[src/design/elf_bid_pkg.sv]
// Shared types and constants for the ELF build-id note extractor.
`default_nettype none

package elf_bid_pkg;

  // Number of descriptor bytes in an accepted build identifier
  localparam int unsigned ID_BYTES = 20;
  localparam int unsigned IDX_W    = (ID_BYTES > 1) ? $clog2(ID_BYTES) : 1;

  // Widths of the configuration port and of the size counter
  localparam int unsigned CFG_DATA_W = 32;
  localparam int unsigned CFG_IDX_W  = 1;
  localparam int unsigned CNT_W      = 33;

  // Note header layout: three little-endian 32-bit words
  localparam logic [CNT_W-1:0] HDR_NAMESZ_END = CNT_W'(4);
  localparam logic [CNT_W-1:0] HDR_DESCSZ_END = CNT_W'(8);
  localparam logic [CNT_W-1:0] HDR_TYPE_END   = CNT_W'(12);
  localparam logic [31:0]      NAME_BYTES     = 32'd4;

  // Configuration register indexes
  localparam logic [CFG_IDX_W-1:0] REG_NOTE_TYPE = 1'b0;
  localparam logic [CFG_IDX_W-1:0] REG_NAME_WORD = 1'b1;

  // Configuration reset values: type 3, name "GNU" then zero
  localparam logic [31:0] RST_NOTE_TYPE = 32'd3;
  localparam logic [31:0] RST_NAME_WORD = 32'h0055_4E47;

  // Parse phase within a note
  typedef enum logic [1:0] {
    PH_HEADER = 2'd0,
    PH_NAME   = 2'd1,
    PH_DESC   = 2'd2
  } phase_e;

  // Result status codes
  typedef enum logic [2:0] {
    FAIL_OK        = 3'd0,
    FAIL_TRUNC     = 3'd1,
    FAIL_SIZE      = 3'd2,
    FAIL_DUP       = 3'd3,
    FAIL_NOT_FOUND = 3'd4
  } fail_e;

  // Field length rounded up to a multiple of four, one bit wider
  function automatic logic [CNT_W-1:0] pad4(input logic [31:0] len);
    logic [CNT_W-1:0] sum;
    sum  = {1'b0, len} + CNT_W'(3);
    pad4 = {sum[CNT_W-1:2], 2'b00};
  endfunction

endpackage

`default_nettype wire

[src/design/elf_bid_if.sv]
// Valid/ready channel interfaces for section bytes and extracted results.
`default_nettype none

interface elf_bid_in_if;
  logic       valid;
  logic       ready;
  logic [7:0] data_byte;
  logic       final_byte;

  modport source (output valid, output data_byte, output final_byte, input ready);
  modport sink   (input valid, input data_byte, input final_byte, output ready);
endinterface

interface elf_bid_out_if;
  logic       valid;
  logic       ready;
  logic [7:0] id_byte;
  logic       success;
  logic [2:0] fail_reason;
  logic       run_end;

  modport source (output valid, output id_byte, output success, output fail_reason,
                  output run_end, input ready);
  modport sink   (input valid, input id_byte, input success, input fail_reason,
                  input run_end, output ready);
endinterface

`default_nettype wire

[src/design/elf_note_build_id_extractor_unit.sv]
// Top level: ELF note section parser that extracts a unique build identifier.
//
// Takes an ELF note section one byte per transaction, the last byte flagged by
// final_byte. Each byte is parsed in the cycle it is taken, so section bytes
// flow at one per cycle unless a run is under way or a result is held. Nothing is
// emitted before the final byte; then either a single failure result (reason
// 1..4) or a run of ID_BYTES identifier bytes with success set and run_end on
// the last one. A failure result is loaded as the final byte is taken. After
// a successful final byte the input is held off while results load from the
// identifier store, one per cycle unless the output stalls. Configuration
// writes take effect at the next edge and are meant for idle periods only.
`default_nettype none

module elf_note_build_id_extractor_unit (
  input  wire logic                             clk_i,
  input  wire logic                             rst_ni,
  input  wire logic                             cfg_we_i,
  input  wire logic [elf_bid_pkg::CFG_IDX_W-1:0]  cfg_idx_i,
  input  wire logic [elf_bid_pkg::CFG_DATA_W-1:0] cfg_data_i,
  elf_bid_in_if.sink                            in_i,
  elf_bid_out_if.source                         out_o
);
  import elf_bid_pkg::*;

  // Configuration registers
  logic [31:0] want_type_q;
  logic [31:0] want_name_q;

  // Parse state
  phase_e           phase_q, phase_d;
  logic [CNT_W-1:0] fc_q, fc_d, fc_inc;
  logic [31:0]      shift_q, shift_d;
  logic [31:0]      nlen_q, nlen_d;
  logic [31:0]      dlen_q, dlen_d;
  logic [31:0]      type_q, type_d;
  logic             nmatch_q, nmatch_d;
  logic             found_q, found_d;
  fail_e            err_q, err_d;
  fail_e            reason;

  // Identifier store, written during the matching descriptor
  logic [7:0]       id_store_q [ID_BYTES];
  logic             store_we;

  // Result side
  logic             run_busy_q, run_busy_d;
  logic [IDX_W-1:0] emit_idx_q, emit_idx_d;
  logic             out_valid_q, out_valid_d;
  logic [7:0]       out_byte_q, out_byte_d;
  logic             out_succ_q, out_succ_d;
  fail_e            out_reason_q, out_reason_d;
  logic             out_end_q, out_end_d;
  logic             out_load;

  logic             slot_free;
  logic             in_acc;
  logic [7:0]       in_byte;
  logic [7:0]       want_byte;
  logic             to_desc;
  logic             fin_note;
  logic             emit_last;

  assign in_byte   = in_i.data_byte;
  assign slot_free = !out_valid_q || out_o.ready;
  assign in_i.ready = !run_busy_q && slot_free;
  assign in_acc    = in_i.valid && in_i.ready;

  // Expected name byte for the current name position
  always_comb begin
    unique case (fc_q[1:0])
      2'd0:    want_byte = want_name_q[7:0];
      2'd1:    want_byte = want_name_q[15:8];
      2'd2:    want_byte = want_name_q[23:16];
      default: want_byte = want_name_q[31:24];
    endcase
  end

  // Per-byte parse step; frozen once an error has been latched
  always_comb begin
    phase_d  = phase_q;
    fc_d     = fc_q;
    shift_d  = shift_q;
    nlen_d   = nlen_q;
    dlen_d   = dlen_q;
    type_d   = type_q;
    nmatch_d = nmatch_q;
    found_d  = found_q;
    err_d    = err_q;
    store_we = 1'b0;
    to_desc  = 1'b0;
    fin_note = 1'b0;
    fc_inc   = fc_q + CNT_W'(1);
    if (err_q == FAIL_OK) begin
      unique case (phase_q)
        PH_HEADER: begin
          shift_d = {in_byte, shift_q[31:8]};
          fc_d    = fc_inc;
          if (fc_inc == HDR_NAMESZ_END) begin
            nlen_d = shift_d;
          end else if (fc_inc == HDR_DESCSZ_END) begin
            dlen_d = shift_d;
          end else if (fc_inc >= HDR_TYPE_END) begin
            type_d   = shift_d;
            nmatch_d = (nlen_q == NAME_BYTES);
            fc_d     = '0;
            if (nlen_q != '0) begin
              phase_d = PH_NAME;
            end else begin
              to_desc = 1'b1;
            end
          end
        end
        PH_NAME: begin
          if ((fc_q < CNT_W'(NAME_BYTES)) && nmatch_q && (in_byte != want_byte)) begin
            nmatch_d = 1'b0;
          end
          fc_d = fc_inc;
          if (fc_inc >= pad4(nlen_q)) begin
            to_desc = 1'b1;
          end
        end
        PH_DESC: begin
          if (nmatch_q && (type_q == want_type_q) && !found_q &&
              (dlen_q == 32'(ID_BYTES)) && (fc_q < CNT_W'(ID_BYTES))) begin
            store_we = 1'b1;
          end
          fc_d = fc_inc;
          if (fc_inc >= pad4(dlen_q)) begin
            fin_note = 1'b1;
          end
        end
        default: begin
          phase_d = PH_HEADER;
        end
      endcase

      // Name done: move to the descriptor, or close an empty one at once
      if (to_desc) begin
        fc_d = '0;
        if (dlen_d != '0) begin
          phase_d = PH_DESC;
        end else begin
          fin_note = 1'b1;
        end
      end

      // Note done: judge a build-id note
      if (fin_note) begin
        if (nmatch_d && (type_d == want_type_q)) begin
          if (dlen_d != 32'(ID_BYTES)) begin
            err_d = FAIL_SIZE;
          end else if (found_q) begin
            err_d = FAIL_DUP;
          end else begin
            found_d = 1'b1;
          end
        end
        phase_d = PH_HEADER;
        fc_d    = '0;
      end
    end
  end

  // Section verdict at the final byte
  always_comb begin
    priority if (err_d != FAIL_OK) begin
      reason = err_d;
    end else if ((phase_d != PH_HEADER) || (fc_d != '0)) begin
      reason = FAIL_TRUNC;
    end else if (!found_d) begin
      reason = FAIL_NOT_FOUND;
    end else begin
      reason = FAIL_OK;
    end
  end

  // Result register loading: failure result directly, success run from the store
  assign emit_last = (emit_idx_q == IDX_W'(ID_BYTES - 1));

  always_comb begin
    run_busy_d   = run_busy_q;
    emit_idx_d   = emit_idx_q;
    out_load     = 1'b0;
    out_byte_d   = out_byte_q;
    out_succ_d   = out_succ_q;
    out_reason_d = out_reason_q;
    out_end_d    = out_end_q;
    if (in_acc && in_i.final_byte) begin
      if (reason == FAIL_OK) begin
        run_busy_d = 1'b1;
        emit_idx_d = '0;
      end else begin
        out_load     = 1'b1;
        out_byte_d   = 8'd0;
        out_succ_d   = 1'b0;
        out_reason_d = reason;
        out_end_d    = 1'b1;
      end
    end else if (run_busy_q && slot_free) begin
      out_load     = 1'b1;
      out_byte_d   = id_store_q[emit_idx_q];
      out_succ_d   = 1'b1;
      out_reason_d = FAIL_OK;
      out_end_d    = emit_last;
      emit_idx_d   = emit_idx_q + IDX_W'(1);
      if (emit_last) begin
        run_busy_d = 1'b0;
      end
    end
    if (out_load) begin
      out_valid_d = 1'b1;
    end else if (out_o.ready) begin
      out_valid_d = 1'b0;
    end else begin
      out_valid_d = out_valid_q;
    end
  end

  // Control and parse registers
  always_ff @(posedge clk_i or negedge rst_ni) begin
    if (!rst_ni) begin
      want_type_q <= RST_NOTE_TYPE;
      want_name_q <= RST_NAME_WORD;
      phase_q     <= PH_HEADER;
      fc_q        <= '0;
      shift_q     <= '0;
      nlen_q      <= '0;
      dlen_q      <= '0;
      type_q      <= '0;
      nmatch_q    <= 1'b0;
      found_q     <= 1'b0;
      err_q       <= FAIL_OK;
      run_busy_q  <= 1'b0;
      emit_idx_q  <= '0;
      out_valid_q <= 1'b0;
    end else begin
      if (cfg_we_i) begin
        unique case (cfg_idx_i)
          REG_NOTE_TYPE: want_type_q <= cfg_data_i;
          REG_NAME_WORD: want_name_q <= cfg_data_i;
          default:       ;
        endcase
      end
      if (in_acc) begin
        if (in_i.final_byte) begin
          phase_q  <= PH_HEADER;
          fc_q     <= '0;
          shift_q  <= '0;
          nlen_q   <= '0;
          dlen_q   <= '0;
          type_q   <= '0;
          nmatch_q <= 1'b0;
          found_q  <= 1'b0;
          err_q    <= FAIL_OK;
        end else begin
          phase_q  <= phase_d;
          fc_q     <= fc_d;
          shift_q  <= shift_d;
          nlen_q   <= nlen_d;
          dlen_q   <= dlen_d;
          type_q   <= type_d;
          nmatch_q <= nmatch_d;
          found_q  <= found_d;
          err_q    <= err_d;
        end
      end
      run_busy_q  <= run_busy_d;
      emit_idx_q  <= emit_idx_d;
      out_valid_q <= out_valid_d;
    end
  end

  // Payload registers: identifier store and result fields
  always_ff @(posedge clk_i) begin
    if (in_acc && store_we) begin
      id_store_q[fc_q[IDX_W-1:0]] <= in_byte;
    end
    out_byte_q   <= out_byte_d;
    out_succ_q   <= out_succ_d;
    out_reason_q <= out_reason_d;
    out_end_q    <= out_end_d;
  end

  assign out_o.valid       = out_valid_q;
  assign out_o.id_byte     = out_byte_q;
  assign out_o.success     = out_succ_q;
  assign out_o.fail_reason = out_reason_q;
  assign out_o.run_end     = out_end_q;

endmodule

`default_nettype wire

[src/flat_wrapper.sv]
// flat-port wrapper written by rule: the top's interface ports become plain ports
module elf_note_build_id_extractor_unit_flat import elf_bid_pkg::*;
  (clk_i, rst_ni, cfg_we_i, cfg_idx_i, cfg_data_i, in_i_valid, in_i_data_byte, in_i_final_byte, in_i_ready, out_o_valid, out_o_id_byte, out_o_success, out_o_fail_reason, out_o_run_end, out_o_ready);
  elf_bid_in_if in_i_i ();
  elf_bid_out_if out_o_i ();
  input  wire logic clk_i;
  input  wire logic rst_ni;
  input  wire logic cfg_we_i;
  input  wire logic [elf_bid_pkg::CFG_IDX_W-1:0] cfg_idx_i;
  input  wire logic [elf_bid_pkg::CFG_DATA_W-1:0] cfg_data_i;
  input wire logic [$bits(in_i_i.valid)-1:0] in_i_valid;
  input wire logic [$bits(in_i_i.data_byte)-1:0] in_i_data_byte;
  input wire logic [$bits(in_i_i.final_byte)-1:0] in_i_final_byte;
  output wire logic [$bits(in_i_i.ready)-1:0] in_i_ready;
  output wire logic [$bits(out_o_i.valid)-1:0] out_o_valid;
  output wire logic [$bits(out_o_i.id_byte)-1:0] out_o_id_byte;
  output wire logic [$bits(out_o_i.success)-1:0] out_o_success;
  output wire logic [$bits(out_o_i.fail_reason)-1:0] out_o_fail_reason;
  output wire logic [$bits(out_o_i.run_end)-1:0] out_o_run_end;
  input wire logic [$bits(out_o_i.ready)-1:0] out_o_ready;
  assign in_i_i.valid = in_i_valid;
  assign in_i_i.data_byte = in_i_data_byte;
  assign in_i_i.final_byte = in_i_final_byte;
  assign in_i_ready = in_i_i.ready;
  assign out_o_valid = out_o_i.valid;
  assign out_o_id_byte = out_o_i.id_byte;
  assign out_o_success = out_o_i.success;
  assign out_o_fail_reason = out_o_i.fail_reason;
  assign out_o_run_end = out_o_i.run_end;
  assign out_o_i.ready = out_o_ready;
  elf_note_build_id_extractor_unit u_core (.clk_i(clk_i), .rst_ni(rst_ni), .cfg_we_i(cfg_we_i), .cfg_idx_i(cfg_idx_i), .cfg_data_i(cfg_data_i), .in_i(in_i_i), .out_o(out_o_i));
endmodule
[config.mk]
export PLATFORM = sky130hd
export DESIGN_NAME = elf_note_build_id_extractor_unit_flat
export DESIGN_NICKNAME = d
export VERILOG_FILES = /design/src/design/elf_bid_pkg.sv /design/src/design/elf_bid_if.sv /design/src/design/elf_note_build_id_extractor_unit.sv /design/src/flat_wrapper.sv
export SDC_FILE = /design/constraint.sdc
export NUM_CORES = 1
export LEC_CHECK = 0
export BUFFER_PORTS_ARGS = -buffer_cell sky130_fd_sc_hd__buf_2
export CORE_MARGIN = 2
export CORE_UTILIZATION = 65
export CTS_BUF_LIST = sky130_fd_sc_hd__clkbuf_8
export DETAILED_ROUTE_END_ITERATION = 16
export PLACE_DENSITY_LB_ADDON = 0.25
export RECOVER_POWER = 25
export SLEW_MARGIN = 30
export SYNTH_ARGS = -nofsm -noshare
export SYNTH_HDL_FRONTEND = slang
export SYNTH_SLANG_ARGS = --single-unit
[constraint.sdc]
create_clock -name clk_i -period 8.1 [get_ports clk_i]
set_clock_uncertainty 0.1 [all_clocks]
set_input_delay 1.215 -clock clk_i [delete_from_list [all_inputs] [get_ports clk_i]]
set_output_delay 1.215 -clock clk_i [all_outputs]
set_load 0.005 [all_outputs]
==> summary.txt <==
Power
  • Max VDD drop: 0.249 mV
  • Leak pwr: 9.56 nW
  • Total power: 6.45 mW
  • PwrDens: 272 mW/mm2

Setup path
  • CP Launch Point: u_core.dlen_q[2]$_DFFE_PN0P_
  • Buf+Inv Stages, Crit Path: 0
  • Startpoint Class: flop
  • Worst Path Required: 8.33 ns
  • Crit Path Max Fanout: 13
  • Crit path top cell by count: nor2_1
  • CP Capture Type: flop
  • Critical Path Slowest Stage Cell: a211oi_2
  • Crit path DAT: 7.25 ns
  • Crit-path cells: o2111a_1 -> nand3_1 -> nor2_1 -> nand4_1 -> nor2_1 -> and2_1 -> nand3_1 -> nor2_1 -> and3_1 -> and2_1 -> nand2_1 -> xor2_1 -> ha_1 -> nand4_1 -> nor2_1 -> nand2_1 -> o311ai_0 -> o21ai_0 -> and3_1 -> o2bb2ai_1 -> nor4_1 -> or4b_2 -> a211oi_2 -> a21oi_2
  • WS Path Type: reg -> reg
  • Critical Path Max Stage Delay: 0.72 ns
  • Delay-heaviest family, CP: simple AND/OR/NAND/NOR gates
  • Reg2reg start: u_core.dlen_q[2]$_DFFE_PN0P_

Yosys
  • Synth warn: 0
  • Post-Syn Nets: 2044
  • Synth Register Bits: 404
  • Synthesized instance count: 1929
  • Register area share after synthesis: 0.504
  • Netlist cell types: 82
  • Number of synthesized flops with an enable pin: 173
  • Synthesized cell area: 0.0218 mm2
  • Synthesized area per cell: 11.3 um2
  • Async S/R FF share, synth: 0.572
  • Prevailing post-synth register cell: dfrtp_1

Floorplanning
  • Core box area: 0.0333 mm2
  • Die H: 187 um
  • Die area: 0.0350 mm2
  • Rows: 67
  • Die Width: 187 um
  • Starting Density: 0.655
  • # IOs: 62

Clock network
  • Post-CTS sizing: 0
  • Max Root-Sink Buffers: 3
  • Clock slew at reported path FFs: 0.06 ns
  • CTS buffer count: 66
  • Hold Buf Count CTS: 0
  • CTS tree: done
  • H-tree Lvls: 3
  • CTS sink cnt: 404
  • Worst-Skew Late Latency: 0.65 ns
  • Clock root cell: clkbuf_8
  • Post-CTS Setup Bufs: 0

STA
  • Max Slew Vio Count: 236
  • Final min period: 7.02 ns
  • Slew headroom: -2.55
  • TNS Setup: 0 ns
  • Worst hold margin: 0.410 ns
  • Least-Margin Pin Slew: 5.32 ns
  • Fin crit share: 0.867
  • Setup-failing EPs final: 0
  • RSZ-0062 raised after global routing: no
  • Endpoints failing hold: 0
  • Achievable Freq: 142 MHz

Drt
  • Post-DR vias/cell: 6.93
  • Post-route ant nets: 0
  • DR iter-0 viols: 2170
  • Drt drc: 0
  • Vias: 17000
  • Post-Route WL: 64900 um
  • Pre-Repair DR Iteration Count: 8
  • WL per Instance: 26.5 um

Hold path
  • HP Start: u_core.want_name_q[28]$_DFFE_PN0P_
  • Tightest Hold Check Type: reg -> reg

Global routing
  • Largest net degree at the start of global routing: 94
  • Number of global-route vias before repair: 16300
  • GRT Overall Usage: 0.374
  • First-pass GRT wire length: 98900 um
  • Antenna violations before repair: 1
  • Global route overflow: 0

Final layout
  • Antenna cells: 0
  • Share of cells above drive strength 1: 0.154
  • Area delta synth->final: 8.78%
  • Nets: 2065
  • Finished Cell Area: 0.0237 mm2
  • Fill cell count: 2357

Flow run
  • Max-Cap Viols: 6

Placed design
  • HPWL Detailed: 46800 um
  • IO buf count: 61
  • Routability cong.: 1.01
  • Dpl cell area: 0.0224 mm2

Status
  • Failing checks: max-capacitance violations, max-slew violations
  • Status: finished, violations left
==> stage by stage <==
stage / setup slack, ns / utilization / std cells
5_1_grt: 0.628 / 0.713 / 2451
4_1_cts: 1.13 / 0.713 / 2450
3_3_place_gp: 1.53 / 0.672 / 2329
2_1_floorplan: 1.95 / - / 1929
6_report: 1.08 / 0.713 / 2451
3_5_place_dp: 1.12 / 0.672 / 2329
==> Yosys cell counts, drive strengths merged (20+ instances only) <==
| library cell | number | area [um2] |
|---|---|---|
| nor2 | 117 | 439 |
| edfxtp | 173 | 5190 |
| mux2 | 59 | 664 |
| nand4 | 64 | 413 |
| dfrtp | 217 | 5430 |
| nand2b | 28 | 175 |
| o21ai | 86 | 430 |
| a22o | 126 | 1100 |
| mux4 | 48 | 1080 |
| nor4 | 46 | 288 |
| and3 | 20 | 125 |
| nor2b | 34 | 213 |
| nor3 | 47 | 235 |
| a21oi | 51 | 255 |
| inv | 54 | 203 |
| nand2 | 134 | 503 |
| xor2 | 64 | 561 |
| nand3 | 48 | 245 |
| ha | 68 | 851 |
| buf | 27 | 140 |
| clkbuf | 106 | 399 |
| xnor2 | 70 | 613 |
==> flip-flops by register name (all words and copies together), names as in the netlist <==
name,cells
u_core.dlen_q,32
u_core.run_busy_q,1
u_core.nmatch_q,1
u_core.out_o.fail_reason,3
u_core.out_o.success,1
u_core.out_o.run_end,1
u_core.want_name_q,32
u_core.out_o.id_byte,8
u_core.id_store_q,160
u_core.fc_q,33
u_core.want_type_q,32
u_core.shift_q,24
u_core.type_q,32
u_core.emit_idx_q,5
u_core.found_q,1
u_core.nlen_q,32
u_core.err_q,3
u_core.out_o.valid,1
u_core.phase_q,2
==> kinds of logic after synthesis <==
family / after synthesis / share of synthesized area
flops: 404 / 0.504
simple gates: 607 / 0.145
xor+xnor: 134 / 0.0538
buf+inv: 190 / 0.0345
fa+ha+maj: 69 / 0.0395
mux: 126 / 0.0888
compound gates: 399 / 0.134
==> worst register-to-register path: stages (launching register included) <==
cell and delay, ns:
dfrtp_1 0.46, o2111a_1 0.30, nand3_1 0.13, nor2_1 0.33, nand4_1 0.20, nor2_1 0.19, and2_1 0.20, nand3_1 0.13
nor2_1 0.25, and3_1 0.23, and2_1 0.18, nand2_1 0.08, xor2_1 0.15, ha_1 0.30, nand4_1 0.10, nor2_1 0.15
nand2_1 0.09, o311ai_0 0.33, o21ai_0 0.29, and3_1 0.36, o2bb2ai_1 0.21, nor4_1 0.30, or4b_2 0.68, a211oi_2 0.72
a21oi_2 0.30
==> per-layer routing <==
layer  wire length [um]  track usage
met1              26200        0.528
met2              29900        0.573
met3               6190       0.0784
met4               2550        0.147
met5                 13            0
==> worst paths after layout <==
| kind | to | cells past startpoint | slack (ns) |
|---|---|---|---|
| max reg2reg | u_core.out_o.id_byte[1]$_SDFFCE_PP0P_ | 24 | 1.08 |
| min reg2reg | u_core.want_name_q[28]$_DFFE_PN0P_ | 1 | 0.41 |
| min in group asynchronous | u_core.nlen_q[12]$_DFFE_PN0P_ | 1 | 2.41 |
| max in group asynchronous | u_core.nlen_q[27]$_DFFE_PN0P_ | 1 | 2.51 |
| max | u_core.out_o.id_byte[1]$_SDFFCE_PP0P_ | 24 | 1.08 |
| min | u_core.want_name_q[28]$_DFFE_PN0P_ | 1 | 0.41 |
==> placed cells by master (no fill, tap or decap), drive strengths merged, types with 34 or more instances in the layout <==
master,instances
buf,75
nand4,64
xor2,64
nor3,47
mux2,59
nor2b,34
a21oi,51
o21ai,86
inv,79
xnor2,70
nand2,134
ha,68
clkbuf,89
mux4,48
nor4,46
dfrtp,217
a22o,126
nor2,117
edfxtp,173
nand3,48
==> layout make-up <==
type / count / area (um2) / area share
Multi-Input combinational cell: 1335 / 10100 / 0.425
Inverter: 57 / 214 / 0.00902
Sequential cell: 404 / 11000 / 0.463
Clock buffer: 78 / 1070 / 0.0453
Clock inverter: 43 / 297 / 0.0125
Timing Repair Buffer: 86 / 494 / 0.0208
Tap cell: 448 / 561 / 0.0236
==> power by group <==
| group | switching [mW] | leakage [nW] | internal (mW) |
|---|---|---|---|
| logic | 1.10 | 4.18 | 0.794 |
| clock network | 0.831 | 0.778 | 1.01 |
| registers | 0.349 | 4.60 | 2.37 |
| total | 2.28 | 9.56 | 4.17 |
No activity file was read; power rests on OpenSTA's default activity.
